[src/hdl/wpms_pkg.sv]
`default_nettype none

package wpms_pkg;

    // Coordinate width in millimetres, signed.
    localparam int CoordW = 24;
    // Squared distance: two 24-bit squares summed.
    localparam int DistW = 2 * CoordW + 1;
    localparam int RadW = 16;

    // Word kinds.
    localparam logic [1:0] KIND_LOAD = 2'd0;
    localparam logic [1:0] KIND_CLEAR = 2'd1;
    localparam logic [1:0] KIND_POSITION = 2'd2;

    // Point classes for loads.
    localparam logic [1:0] CLS_ORDINARY = 2'd0;
    localparam logic [1:0] CLS_ENDPOINT = 2'd1;
    localparam logic [1:0] CLS_TURNING = 2'd2;
    localparam logic [1:0] CLS_SLOPE = 2'd3;

    // Result modes.
    localparam logic [1:0] MODE_STOP = 2'd0;
    localparam logic [1:0] MODE_SLOPE_SLOW = 2'd1;
    localparam logic [1:0] MODE_SLOW = 2'd2;
    localparam logic [1:0] MODE_NORMAL = 2'd3;

    // Configuration register indexes.
    localparam logic [1:0] REG_NEAR = 2'd0;
    localparam logic [1:0] REG_STOP = 2'd1;
    localparam logic [1:0] REG_SLOWDOWN = 2'd2;

    typedef struct packed {
        logic signed [CoordW-1:0] x;
        logic signed [CoordW-1:0] y;
    } t_point;

    typedef struct packed {
        logic [1:0]               kind;
        logic signed [CoordW-1:0] pos_x;
        logic signed [CoordW-1:0] pos_y;
        logic [1:0]               point_class;
    } t_in_word;

    typedef struct packed {
        logic [1:0] mode;
        logic       last;
    } t_out_word;

    // Tag that travels with a point through the distance pipeline.
    typedef struct packed {
        logic vld;
        logic is_end;
    } t_tag;

endpackage

`default_nettype wire

[src/hdl/wpms_cell.sv]
`default_nettype none

module wpms_cell
    import wpms_pkg::*;
(
    input  wire logic   i_clk,
    input  wire logic   i_wr,
    input  wire logic   i_shift,
    input  wire t_point i_new_pt,
    input  wire t_point i_next_pt,
    output t_point      o_pt
);

    t_point r_pt;

    // A load writes this cell; a scan step takes the neighbor's point.
    always_ff @(posedge i_clk) begin
        if (i_wr) begin
            r_pt <= i_new_pt;
        end else if (i_shift) begin
            r_pt <= i_next_pt;
        end
    end

    assign o_pt = r_pt;

endmodule

`default_nettype wire

[config.mk]
export PLATFORM = sky130hd
export DESIGN_NAME = wpms_cell
export DESIGN_NICKNAME = d
export VERILOG_FILES = /design/src/hdl/wpms_pkg.sv /design/src/hdl/wpms_cell.sv
export SDC_FILE = /design/constraint.sdc
export NUM_CORES = 1
export LEC_CHECK = 0
export BUFFER_PORTS_ARGS = -buffer_cell sky130_fd_sc_hd__buf_2
export CAP_MARGIN = 0
export CORE_MARGIN = 8
export CORE_UTILIZATION = 41
export CTS_CLUSTER_DIAMETER = 150
export DETAILED_ROUTE_END_ITERATION = 6
export GPL_ROUTABILITY_DRIVEN = 0
export HOLD_SLACK_MARGIN = 0.08
export PLACE_DENSITY = 0.9
export SETUP_SLACK_MARGIN = 0.05
export SYNTH_ARGS = -nofsm -noshare
export SYNTH_HDL_FRONTEND = slang
export SYNTH_SLANG_ARGS = --single-unit
[constraint.sdc]
create_clock -name i_clk -period 2.56 [get_ports i_clk]
set_input_delay 0.384 -clock i_clk [delete_from_list [all_inputs] [get_ports i_clk]]
set_output_delay 0.384 -clock i_clk [all_outputs]
set_load 0.01 [all_outputs]
* After elaboration in Yosys (flattened, before gate mapping)
Index checks and enable logic that the tools add are counted. Widths: inputs -> output; s select.
Operators by class: multiplexer cells 2, reductions and logical operators 1
Operators by type and width (count):
- $mux 48 | 2
- $reduce_bool 2->1 | 1
Word-level totals: bits in registers 48, input bits 99, output and inout port bits 48, word-level logic and storage cells 5

* Depth between registers and ports, before layout
word-level depth 2, mapped depth 3, gate-level depth less buffers 1

* Worst setup path before layout
No wires, ideal clock.
path type in2reg, start point input port i_wr, end point register r_pt, in the netlist o_pt[0] (enable), setup time 0.408 ns, arrival 1.778 ns, required time 2.152 ns, setup slack 0.374 ns, stages on the path 3, buffers on the path 2, cells stage by stage buf_6 > buf_6 > or2_1
On the way: cells in the longest elaborated chain, start to end 1
Ends and longest elaborated chain:
- from (decl) | line wpms_cell.sv:7 | input wire logic i_wr,
- $reduce_bool 2->1 (no line)
- to (signal assigned) | line wpms_cell.sv:19 | r_pt <= i_new_pt;
- to (signal assigned) | line wpms_cell.sv:21 | r_pt <= i_next_pt;
- to (decl) | line wpms_cell.sv:14 | t_point r_pt;
No other way between the ends. A chain may end at the register's enable or synchronous reset.

* Worst setup path after layout
start point input port i_wr, end point register r_pt, in the netlist o_pt[7] (data pin)
On the way: cells in the longest elaborated chain, start to end 1
Ends and longest elaborated chain:
- $mux 48 | line wpms_cell.sv:18 | if (i_wr) begin
No other way between the ends.

==> flow_metrics.env <==
export IMPL_cp_required_ps=2610
export IMPL_syn_nets=201
export IMPL_setup_viol=0
export IMPL_ant_nets=0
export IMPL_first_iter_violations=35
export IMPL_port_buffer_count=146
export IMPL_multi_input_area_sq_um=581
export IMPL_area_growth_syn_to_layout_pct=42.7
export IMPL_grt_pass1_vias=1708
export IMPL_seqCellArea_sq_um=1440
export IMPL_synth_largest_area_cell="edfxtp_1"
export IMPL_layout_cells_non_filler=322
export IMPL_fin_crit_sh_pct=53.4
export IMPL_drt_wl_total_mm=5.78
export IMPL_htreeDepth=2
export IMPL_cts_max_path_buffers=2
export IMPL_tightestPinTransition_ps=633
export IMPL_end_kind="flop"
export IMPL_drv_cap=0
export IMPL_cp_start_kind="primary input"
export IMPL_crit_type="in2reg"
export IMPL_synthFlopType="edfxtp_1"
export IMPL_ys_seq_elements=48
export IMPL_grt_max_degree=49
export IMPL_p_total_mw=1.73
export IMPL_overflow=0
export IMPL_fin_area_sq_um=2950
export IMPL_die_area_sq_um=7570
export IMPL_syn_area_per_cell_sq_um=20.3
export IMPL_hold_depth=2
export IMPL_wire_per_inst_um=17.9
export IMPL_layout_nets=351
export IMPL_final_layout_size_suffix_gt1_share_pct=81.0
export IMPL_preCtsSetupSlack_ps=868
export IMPL_synth_seq_area_share_pct=69.7
export IMPL_clkTransAtPathRegs_ps=90
export IMPL_synth_common_cells="edfxtp_1, mux2_2, mux2_4"
export IMPL_crit_chain="buf_2, buf_4, mux2_2"
export IMPL_synth_async_reset_ratio_pct=0
export IMPL_cts_sinks=48
export IMPL_clock_root_buffer="clkbuf_8"
export IMPL_numCtsBuffers=5
export IMPL_cts_tree="built"
export IMPL_cts_resized=0
export IMPL_synth_edff_count=48
export IMPL_arrival_ps=1410
export IMPL_peakVddDrop_v=0.000382
export IMPL_status="completed"
export IMPL_coreArea_sq_um=4980
export IMPL_largest_reg_flops=48
export IMPL_vias=1481
export IMPL_rows=26
export IMPL_track_usage_pct=15.3
export IMPL_hold_viol=0
export IMPL_fillerInstances=407
export IMPL_leakage_nw=1.35
export IMPL_layout_min_cycle_time_ps=1370
export IMPL_synth_distinct_cells=6
export IMPL_dpl_instance_area_sq_um=2870
export IMPL_postCtsSetupBuffers=0
export IMPL_die_h_um=87
export IMPL_p_per_area_nw_per_um2=586
export IMPL_die_w_um=87
export IMPL_wl_met2_mm=3.05
export IMPL_ctsHoldBuffers=0
export IMPL_hold_end="o_pt[26]"
export IMPL_synth_warnings=0
export IMPL_yosysTopAreaCellShare_pct=69.7
export IMPL_met1_length_mm=1.87
export IMPL_pin_count=147
export IMPL_fmax_mhz=731
export IMPL_highest_layer="met4"
export IMPL_first_pass_iters=4
export IMPL_grt_pass1_wl_mm=8.65
export IMPL_yosysMostFrequentCell="edfxtp_1"
export IMPL_slew_headroom_pct=57.8
export IMPL_initial_utilization_pct=41.5
export IMPL_slowest_delay_ps=510
export IMPL_slowest_stage="buf_4"
export IMPL_fin_tns_setup_ps=0
export IMPL_finalWorstSetupSlack_ps=1190
export IMPL_ys_top_cells_by_area="edfxtp_1, mux2_2, mux2_4"
export IMPL_dp_cells=315
export IMPL_hold_class="in2reg"
export IMPL_syn_area_sq_um=2070
export IMPL_crit_fanout=48
export IMPL_min_from="i_new_pt[26]"
export IMPL_slew_violations=0
export IMPL_viasPerCell=4.60
export IMPL_drc=0
export IMPL_dr_wl_met3_um=739
export IMPL_synthCells=102
export IMPL_n_antenna_cell=0
export IMPL_rsz0062_at_grt="false"
export IMPL_antenna_found_initial=0
==> through the flow <==
stage          util, %  hold slack, ps
2_1_floorplan        -             601
3_3_place_gp      57.6             685
3_5_place_dp      57.6             688
4_1_cts           59.3             373
5_1_grt           59.3             367
6_report          59.3             383
==> cells in the final DEF (no fill, tap or decap), drive strengths merged <==
cell,netlist,routed
edfxtp,48,48
clkinvlp,0,1
buf,5,148
clkinv,0,1
or2,1,1
clkbuf,0,5
mux2,48,48
==> how the worst max path moves through the flow <==
| stage | startpoint | end | cells after the start |
|---|---|---|---|
| detailed placement | i_wr | o_pt[27] | 3 |
| global placement | i_wr | o_pt[19] | 3 |
| finish | i_wr | o_pt[7] | 3 |
| global route | i_wr | o_pt[32] | 3 |
| CTS | i_wr | o_pt[32] | 3 |
| floorplan | i_wr | o_pt[0] | 3 |
==> per-layer routing <==
| metal | vias to the layer above | track usage [%] |
|---|---|---|
| met1 | 684 | 13.5 |
| met4 | 0 | 6.42 |
| met3 | 8 | 9.34 |
| li1 | 698 | - |
| met5 | - | 0 |
| met2 | 91 | 27.3 |
==> critical path: cells and delay by family <==
kind / cells / cell delay [ps]
buf+inv: 2 / 590
mux: 1 / 410
==> cell type report <==
type,instances,area share [%]
Sequential cell,48,48.9
Multi-Input combinational cell,49,19.7
Clock buffer,5,2.33
Timing Repair Buffer,148,25.7
Clock inverter,2,0.424
Tap cell,70,2.97
==> kinds of logic after synthesis <==
kind of cell           count (synthesis)  synth area share (%)
buffers and inverters                  5                  2.18
and+or+nand+nor                        1                 0.303
DFF                                   48                  69.7
muxes                                 48                  27.8
==> power breakdown <==
part	total [mW]	internal, mW	switching, mW
Sequential	0.983	0.963	0.0194
Clock	0.426	0.185	0.240
Combinational	0.320	0.171	0.149
Total	1.73	1.32	0.409
Power figures use the tool's default switching activity.
