<file path="config.mk">
export PLATFORM = sky130hd
export DESIGN_NAME = wpms_dist
export DESIGN_NICKNAME = d
export VERILOG_FILES = /design/src/hdl/wpms_pkg.sv /design/src/hdl/wpms_dist.sv
export SDC_FILE = /design/constraint.sdc
export NUM_CORES = 2
export LEC_CHECK = 0
export BUFFER_PORTS_ARGS = -buffer_cell sky130_fd_sc_hd__buf_2
export CAP_MARGIN = 20
export CORE_MARGIN = 5
export CORE_UTILIZATION = 59
export DETAILED_ROUTE_END_ITERATION = 10
export PLACE_DENSITY_LB_ADDON = 0.05
export SLEW_MARGIN = 10
export SYNTH_ARGS = -nofsm -noshare
export SYNTH_HDL_FRONTEND = slang
export SYNTH_SLANG_ARGS = --single-unit
export TNS_END_PERCENT = 10
</file>
<file path="constraint.sdc">
create_clock -name i_clk -period 9.6 [get_ports i_clk]
set_clock_uncertainty 0.1 [all_clocks]
set_input_delay 1.44 -clock i_clk [delete_from_list [all_inputs] [get_ports i_clk]]
set_output_delay 1.44 -clock i_clk [all_outputs]
set_load 0.03 [all_outputs]
</file>
<file path="src/hdl/wpms_pkg.sv">
`default_nettype none

package wpms_pkg;

    // Coordinate width in millimetres, signed.
    localparam int CoordW = 24;
    // Squared distance: two 24-bit squares summed.
    localparam int DistW = 2 * CoordW + 1;
    localparam int RadW = 16;

    // Word kinds.
    localparam logic [1:0] KIND_LOAD = 2'd0;
    localparam logic [1:0] KIND_CLEAR = 2'd1;
    localparam logic [1:0] KIND_POSITION = 2'd2;

    // Point classes for loads.
    localparam logic [1:0] CLS_ORDINARY = 2'd0;
    localparam logic [1:0] CLS_ENDPOINT = 2'd1;
    localparam logic [1:0] CLS_TURNING = 2'd2;
    localparam logic [1:0] CLS_SLOPE = 2'd3;

    // Result modes.
    localparam logic [1:0] MODE_STOP = 2'd0;
    localparam logic [1:0] MODE_SLOPE_SLOW = 2'd1;
    localparam logic [1:0] MODE_SLOW = 2'd2;
    localparam logic [1:0] MODE_NORMAL = 2'd3;

    // Configuration register indexes.
    localparam logic [1:0] REG_NEAR = 2'd0;
    localparam logic [1:0] REG_STOP = 2'd1;
    localparam logic [1:0] REG_SLOWDOWN = 2'd2;

    typedef struct packed {
        logic signed [CoordW-1:0] x;
        logic signed [CoordW-1:0] y;
    } t_point;

    typedef struct packed {
        logic [1:0]               kind;
        logic signed [CoordW-1:0] pos_x;
        logic signed [CoordW-1:0] pos_y;
        logic [1:0]               point_class;
    } t_in_word;

    typedef struct packed {
        logic [1:0] mode;
        logic       last;
    } t_out_word;

    // Tag that travels with a point through the distance pipeline.
    typedef struct packed {
        logic vld;
        logic is_end;
    } t_tag;

endpackage

`default_nettype wire

</file>
<file path="src/hdl/wpms_dist.sv">
`default_nettype none

module wpms_dist
    import wpms_pkg::*;
(
    input  wire logic   i_clk,
    input  wire logic   i_rst_n,
    input  wire t_tag   i_tag,
    input  wire t_point i_pos,
    input  wire t_point i_pt,
    output t_tag        o_tag,
    output logic [DistW-1:0] o_dsq
);

    logic signed [CoordW:0] dx, dy;
    logic [CoordW-1:0]      r_ax, r_ay;
    logic [2*CoordW-1:0]    r_sx, r_sy;
    logic [DistW-1:0]       r_dsq;
    t_tag                   r_tag1, r_tag2, r_tag3;

    // Differences at full width; their magnitude always fits 24 bits.
    assign dx = CoordW'(0) + ({i_pos.x[CoordW-1], i_pos.x} - {i_pt.x[CoordW-1], i_pt.x});
    assign dy = CoordW'(0) + ({i_pos.y[CoordW-1], i_pos.y} - {i_pt.y[CoordW-1], i_pt.y});

    // Stage one: magnitudes. Stage two: squares. Stage three: sum.
    always_ff @(posedge i_clk) begin
        r_ax  <= dx[CoordW] ? CoordW'(-dx) : dx[CoordW-1:0];
        r_ay  <= dy[CoordW] ? CoordW'(-dy) : dy[CoordW-1:0];
        r_sx  <= r_ax * r_ax;
        r_sy  <= r_ay * r_ay;
        r_dsq <= DistW'(r_sx) + DistW'(r_sy);
    end

    // The tag walks alongside the data.
    always_ff @(posedge i_clk) begin
        if (!i_rst_n) begin
            r_tag1 <= '0;
            r_tag2 <= '0;
            r_tag3 <= '0;
        end else begin
            r_tag1 <= i_tag;
            r_tag2 <= r_tag1;
            r_tag3 <= r_tag2;
        end
    end

    assign o_tag = r_tag3;
    assign o_dsq = r_dsq;

endmodule

`default_nettype wire

</file>
After elaboration in Yosys (flattened, before gate mapping)
Index checks and enable logic that the tools add are counted.
Cells by class
  shifts and indexed selects: 0
  div/mod/pow operators: 0
  add/sub/neg operators: 5
  reductions and logical operators: 0
  equal/unequal tests: 0
  bitwise gates (word level): 0
  multipliers: 2
  muxes and demuxes: 2
  $lt $le $gt $ge: 0
Operators with widths (number)
  multiplier 24 x 24 -> 48 bit: 2
  subtractor 24 x 24 -> 25 bit: 2
  adder 48 x 48 -> 49 bit: 1
  2-to-1 mux 24 bit: 2
  negator 24 bit: 2
Word-level totals
  memories kept: 0
  bits in latches: 0
  bits in read-only memories: 0
  input port bits: 100
  output and inout bits: 51
  register bits: 199
  bits in writable memories: 0
  logic and storage cells: 20

Depth between registers and ports, before layout
  depth in word-level cells: 3
  gate-level depth with buffers: 30
  depth with buffers taken out: 29

Least setup slack after synthesis
No wires, ideal clock.
  kind: reg2reg
  from: reg r_ay[17]
  to: reg r_sy[46]
  setup time: 0.072 ns
  setup slack: 2.211 ns
  stages on the path, launching flop included: 28
  data arrival time: 7.217 ns
  period minus slack after synthesis: 7.389 ns
  data required time: 9.428 ns
  buffers on the path: 3
  path through: dfxtp_1 -> clkbuf_1 -> clkbuf_1 -> nand2_1 -> fa_1 -> inv_1 -> fa_1 -> inv_1 -> fa_1 -> fa_1 -> inv_1 -> fa_1 -> fa_1 -> inv_1 -> fa_1 -> inv_1 -> ha_1 -> clkbuf_1 -> a21o_1 -> a21o_1 -> a21oi_1 -> o21ai_0 -> o21ai_1 -> a21oi_1 -> o41ai_1 -> o21ai_1 -> a311oi_1 -> xnor2_1
Between the ends
  word-level cells in the longest chain between the ends: 1
Ends and longest elaborated chain
  start: declaration: line wpms_dist.sv:16  | logic [CoordW-1:0] r_ax, r_ay;
  start signal: assignment: line wpms_dist.sv:28  | r_ay <= dy[CoordW] ? CoordW'(-dy) : dy[CoordW-1:0];
  multiplier 24 x 24 -> 48 bit: line wpms_dist.sv:30  | r_sy <= r_ay * r_ay;
  end signal: assignment: line wpms_dist.sv:30
  end: declaration: line wpms_dist.sv:17  | logic [2*CoordW-1:0] r_sx, r_sy;
Every way passes these cells.
A chain may end at the register's enable or synchronous reset.

Worst setup path in the final report
  from: reg r_ay[2]
  to: reg r_sy[46]
Same word-level chain as after synthesis.

==> results.txt <==
The run finished with clean final reports. The cell area that synthesis handed to floorplanning was 0.0420 mm². The clock net in this run drives a total of 197 sinks. The die outline height was 277 µm.

The H-tree was split into 4 levels. Of the available clock period, the critical path in the final layout requires 88.6%. The worst register-to-register path begins at r_ay[2]. Startpoint of the lowest-slack hold path: r_tag1[0]. The final core area utilization came out at 63.1%.

After clock tree synthesis, the clock-pin slew on the worst setup and hold paths is 0.08 ns. After detailed routing, the total wire length is 90.2 mm. TritonCTS built the clock tree. The count of nets left with antenna violations once routing finished came out at 0. Post-CTS timing repair inserted 0 buffers for setup. After clock tree synthesis, the repair step resized 0 gates. The aggregate negative setup slack was 0 ns; the final count of pins violating max slew was 0. The routed design could run at a clock period as short as 8.51 ns. The first routing iteration left 1400 violations. For this run, the register share of the synthesized area comes to 9.40%. The logs give 0 for the max capacitance violation total and 17 for the number of CTS-inserted buffers.

The tools report the gate count of the mapped netlist as 4626. The path with the worst hold slack has its endpoint at r_tag2[0]. The count of buffers added on input and output ports is 150. The die covers 0.0766 mm². The Yosys step of the flow raised 0 warnings.

The post-route netlist has 5.41% of its cells at a drive strength greater than 1. The number of instances on the worst hold path was 1. Clock tree synthesis selected as its root buffer the cell sky130_fd_sc_hd__clkbuf_16. Entering global routing, the biggest net connects 26 pins.

The effective utilization at floorplan is 59.7%, and the ratio of routed vias to standard cells is 5.20. STA puts the critical path data arrival time at 8.82 ns. The total area of sequential cells was 0.00394 mm². The tools report the number of optimization iterations in the first detailed-route pass as 6. The total nets after synthesis is 6025, and the total vias in the final route is 29500.

Most congested layer reported by global routing: met2. The tightest hold path in the finished design has a slack of 0.337 ns. The average wire length per cell after detail routing is 15.9 µm, and the weighted congestion reported at the end of routability-driven placement is 0.885. The setup slack of the most critical reg-to-reg path is 1.09 ns, and the required time reported for the critical path endpoint is 9.92 ns. The logs give 0 for the number of diodes and 2.79% for the met3 track utilization from global routing. The run gives 0.118 GHz as the maximum clock frequency. In this run the worst hold path is classified as flop to flop. In this run the worst path has a maximum fanout of 24. The total congestion overflow after global routing was 0; the I/O pin total was 151. The filler cells instantiated in the layout total 6213. The core box area is 0.0703 mm², and the average footprint of a synthesized cell is 9.07 µm². For the distinct cell type count of the synthesized netlist, the log shows 83. In this run the horizontal extent of the chip is 277 µm. At the pin with the least slew margin, the transition time is 1.15 ns. The depth of the worst register-to-register path is 24, and the placed wire-length estimate is 76.1 mm. The layout overhead on the synthesized area was 5.73%; the number of failing hold endpoints at the final stage was 0.

At the later pin of the worst-skew pair, clock insertion delay measures 0.48 ns. The worst setup path is captured at a flop. The synthesized flop and latch total is 197, and the number of antenna violations at the first check in global routing is 1.

Primary flip-flop cell chosen by synthesis mapping: sky130_fd_sc_hd__dfxtp_1. The global routing usage on met1 was 33.4%. Setup repair after global routing left no endpoint under its margin. Fraction of met2 tracks used by global routing: 43.0%. Of all flip-flops after synthesis, the portion carrying an async set or reset was 0%.

The multi-input combinational cells in the finished layout cover a total of 0.0327 mm². The most common cell after layout, fill and taps aside was sky130_fd_sc_hd__inv_1. Leaving out fill and tap cells, the most frequent cells in the layout are 1285 x sky130_fd_sc_hd__inv_1, 845 x sky130_fd_sc_hd__fa_1, 454 x sky130_fd_sc_hd__ha_1, 384 x sky130_fd_sc_hd__nand2_1, 233 x sky130_fd_sc_hd__and2_1. The worst setup slack after placement came out at 1.17 ns. The hold-fix buffer count after cts was 0; the number of placement rows was 97. Headroom to the max-slew limit came out at 23.6%. Counting flops with a built-in enable in the synthesized netlist gives 0.

The first global-routing pass estimated 154 mm of wire. In this run the deepest clock path goes through 2 buffers. In this run the critical register-to-register path is captured at r_sy[46].

For the final setup violation count, the log shows 0. For the worst setup slack after layout, the log shows 1.09 ns. Type of element launching the critical path: a flop. Via count of the first global-routing pass: 31400. After detailed routing, the number of remaining DRC violations is 0.

Type of the setup path with the least slack: flop to flop. The net total in the final layout came out at 6119. Global-route usage over all layers: 24.6%.
## logic make-up after synthesis
logic type | after synthesis | synth area share (%)
adder cells (fa/ha/maj) | 1299 | 53.9
XOR/XNOR | 229 | 4.78
AO/OA/AOI/OAI | 508 | 7.81
flip-flops | 197 | 9.40
multiplexers | 9 | 0.227
AND/OR/NAND/NOR | 976 | 11.3
buffers and inverters | 1408 | 12.6
## critical path, stage by stage (launching register included)
cell and delay (ns):
sky130_fd_sc_hd__dfxtp_1 1.02, sky130_fd_sc_hd__nand2_1 0.27, sky130_fd_sc_hd__fa_1 0.61, sky130_fd_sc_hd__inv_1 0.06, sky130_fd_sc_hd__fa_1 0.53, sky130_fd_sc_hd__inv_1 0.05
sky130_fd_sc_hd__fa_1 0.49, sky130_fd_sc_hd__fa_1 0.51, sky130_fd_sc_hd__inv_1 0.05, sky130_fd_sc_hd__fa_1 0.48, sky130_fd_sc_hd__fa_1 0.49, sky130_fd_sc_hd__inv_1 0.05
sky130_fd_sc_hd__fa_1 0.49, sky130_fd_sc_hd__inv_1 0.05, sky130_fd_sc_hd__ha_1 0.37, sky130_fd_sc_hd__a21o_1 0.21, sky130_fd_sc_hd__a21o_1 0.16, sky130_fd_sc_hd__a21oi_1 0.18
sky130_fd_sc_hd__o21ai_0 0.15, sky130_fd_sc_hd__o21ai_1 0.36, sky130_fd_sc_hd__a21oi_1 0.19, sky130_fd_sc_hd__o41ai_1 0.74, sky130_fd_sc_hd__o21ai_1 0.28, sky130_fd_sc_hd__a311oi_1 0.37
sky130_fd_sc_hd__xnor2_1 0.15
## how the worst max path moves through the flow
stage                  start  endpoint  slack [ns]  depth (start not counted)
floorplan           r_ay[17]  r_sy[46]        2.21                         27
global placement     r_ay[5]  r_sy[46]        1.28                         25
detailed placement   r_ay[5]  r_sy[46]        1.17                         25
CTS                  r_ay[5]  r_sy[46]        1.13                         25
global route         r_ay[2]  r_sy[46]        0.56                         24
finish               r_ay[2]  r_sy[46]        1.09                         24
## area by class of cell
type / instances / share of cell area [%]
clock buffer: 20 / 1.03
clock inverter: 12 / 0.248
inverter: 1285 / 10.9
multi-input combinational: 3021 / 73.8
sequential: 197 / 8.89
tap: 940 / 2.65
timing repair buffer: 198 / 2.52
## state kept, by name, indices dropped and copies added, names as in the netlist
name / count
r_tag2: 2
r_tag1: 2
o_tag: 2
o_dsq: 49
r_ax: 24
r_sy: 47
r_sx: 47
r_ay: 24
## synthesized netlist by cell type (12+ instances only)
library cell	n	area, µm²
sky130_fd_sc_hd__inv_1	1285	4820
sky130_fd_sc_hd__fa_1	845	16900
sky130_fd_sc_hd__ha_1	454	5680
sky130_fd_sc_hd__nand2_1	384	1440
sky130_fd_sc_hd__and2_1	233	1460
sky130_fd_sc_hd__dfxtp_1	197	3940
sky130_fd_sc_hd__a21oi_1	165	826
sky130_fd_sc_hd__nor2_1	155	582
sky130_fd_sc_hd__xnor2_1	155	1360
sky130_fd_sc_hd__clkbuf_1	119	447
sky130_fd_sc_hd__a21o_1	77	578
sky130_fd_sc_hd__xor2_1	74	648
sky130_fd_sc_hd__o21ai_0	59	295
sky130_fd_sc_hd__nand3_1	35	175
sky130_fd_sc_hd__nor2b_1	29	181
sky130_fd_sc_hd__nor3_1	28	140
sky130_fd_sc_hd__a31oi_1	26	163
sky130_fd_sc_hd__nand2b_1	26	163
sky130_fd_sc_hd__o21bai_1	25	188
sky130_fd_sc_hd__o21a_1	24	180
sky130_fd_sc_hd__o21ai_1	24	120
sky130_fd_sc_hd__a211oi_1	18	135
sky130_fd_sc_hd__o211ai_1	17	128
sky130_fd_sc_hd__nand4_1	15	93.8
sky130_fd_sc_hd__and3_1	12	75.1
sky130_fd_sc_hd__or3_1	12	75.1
## stage by stage
stage / area [µm²] / cells
after floorplan: 42000 / 4626
after global placement: 43800 / 5640
after detailed placement: 43800 / 5640
after CTS: 44300 / 5672
after global routing: 44400 / 5673
final: 44400 / 5673
## layer usage
layer / routed length [µm] / part of all wire (%) / vias up
met4: 1390 / 1.5 / 0
li1: - / - / 14100
met2: 45400 / 50 / 602
met5: 0 / 0 / -
met1: 39000 / 43 / 14700
met3: 4370 / 4.8 / 102
Power is left out: the tool's default activity adds up to more than one toggle a clock period on the data nets, which glitch-free logic cannot reach.
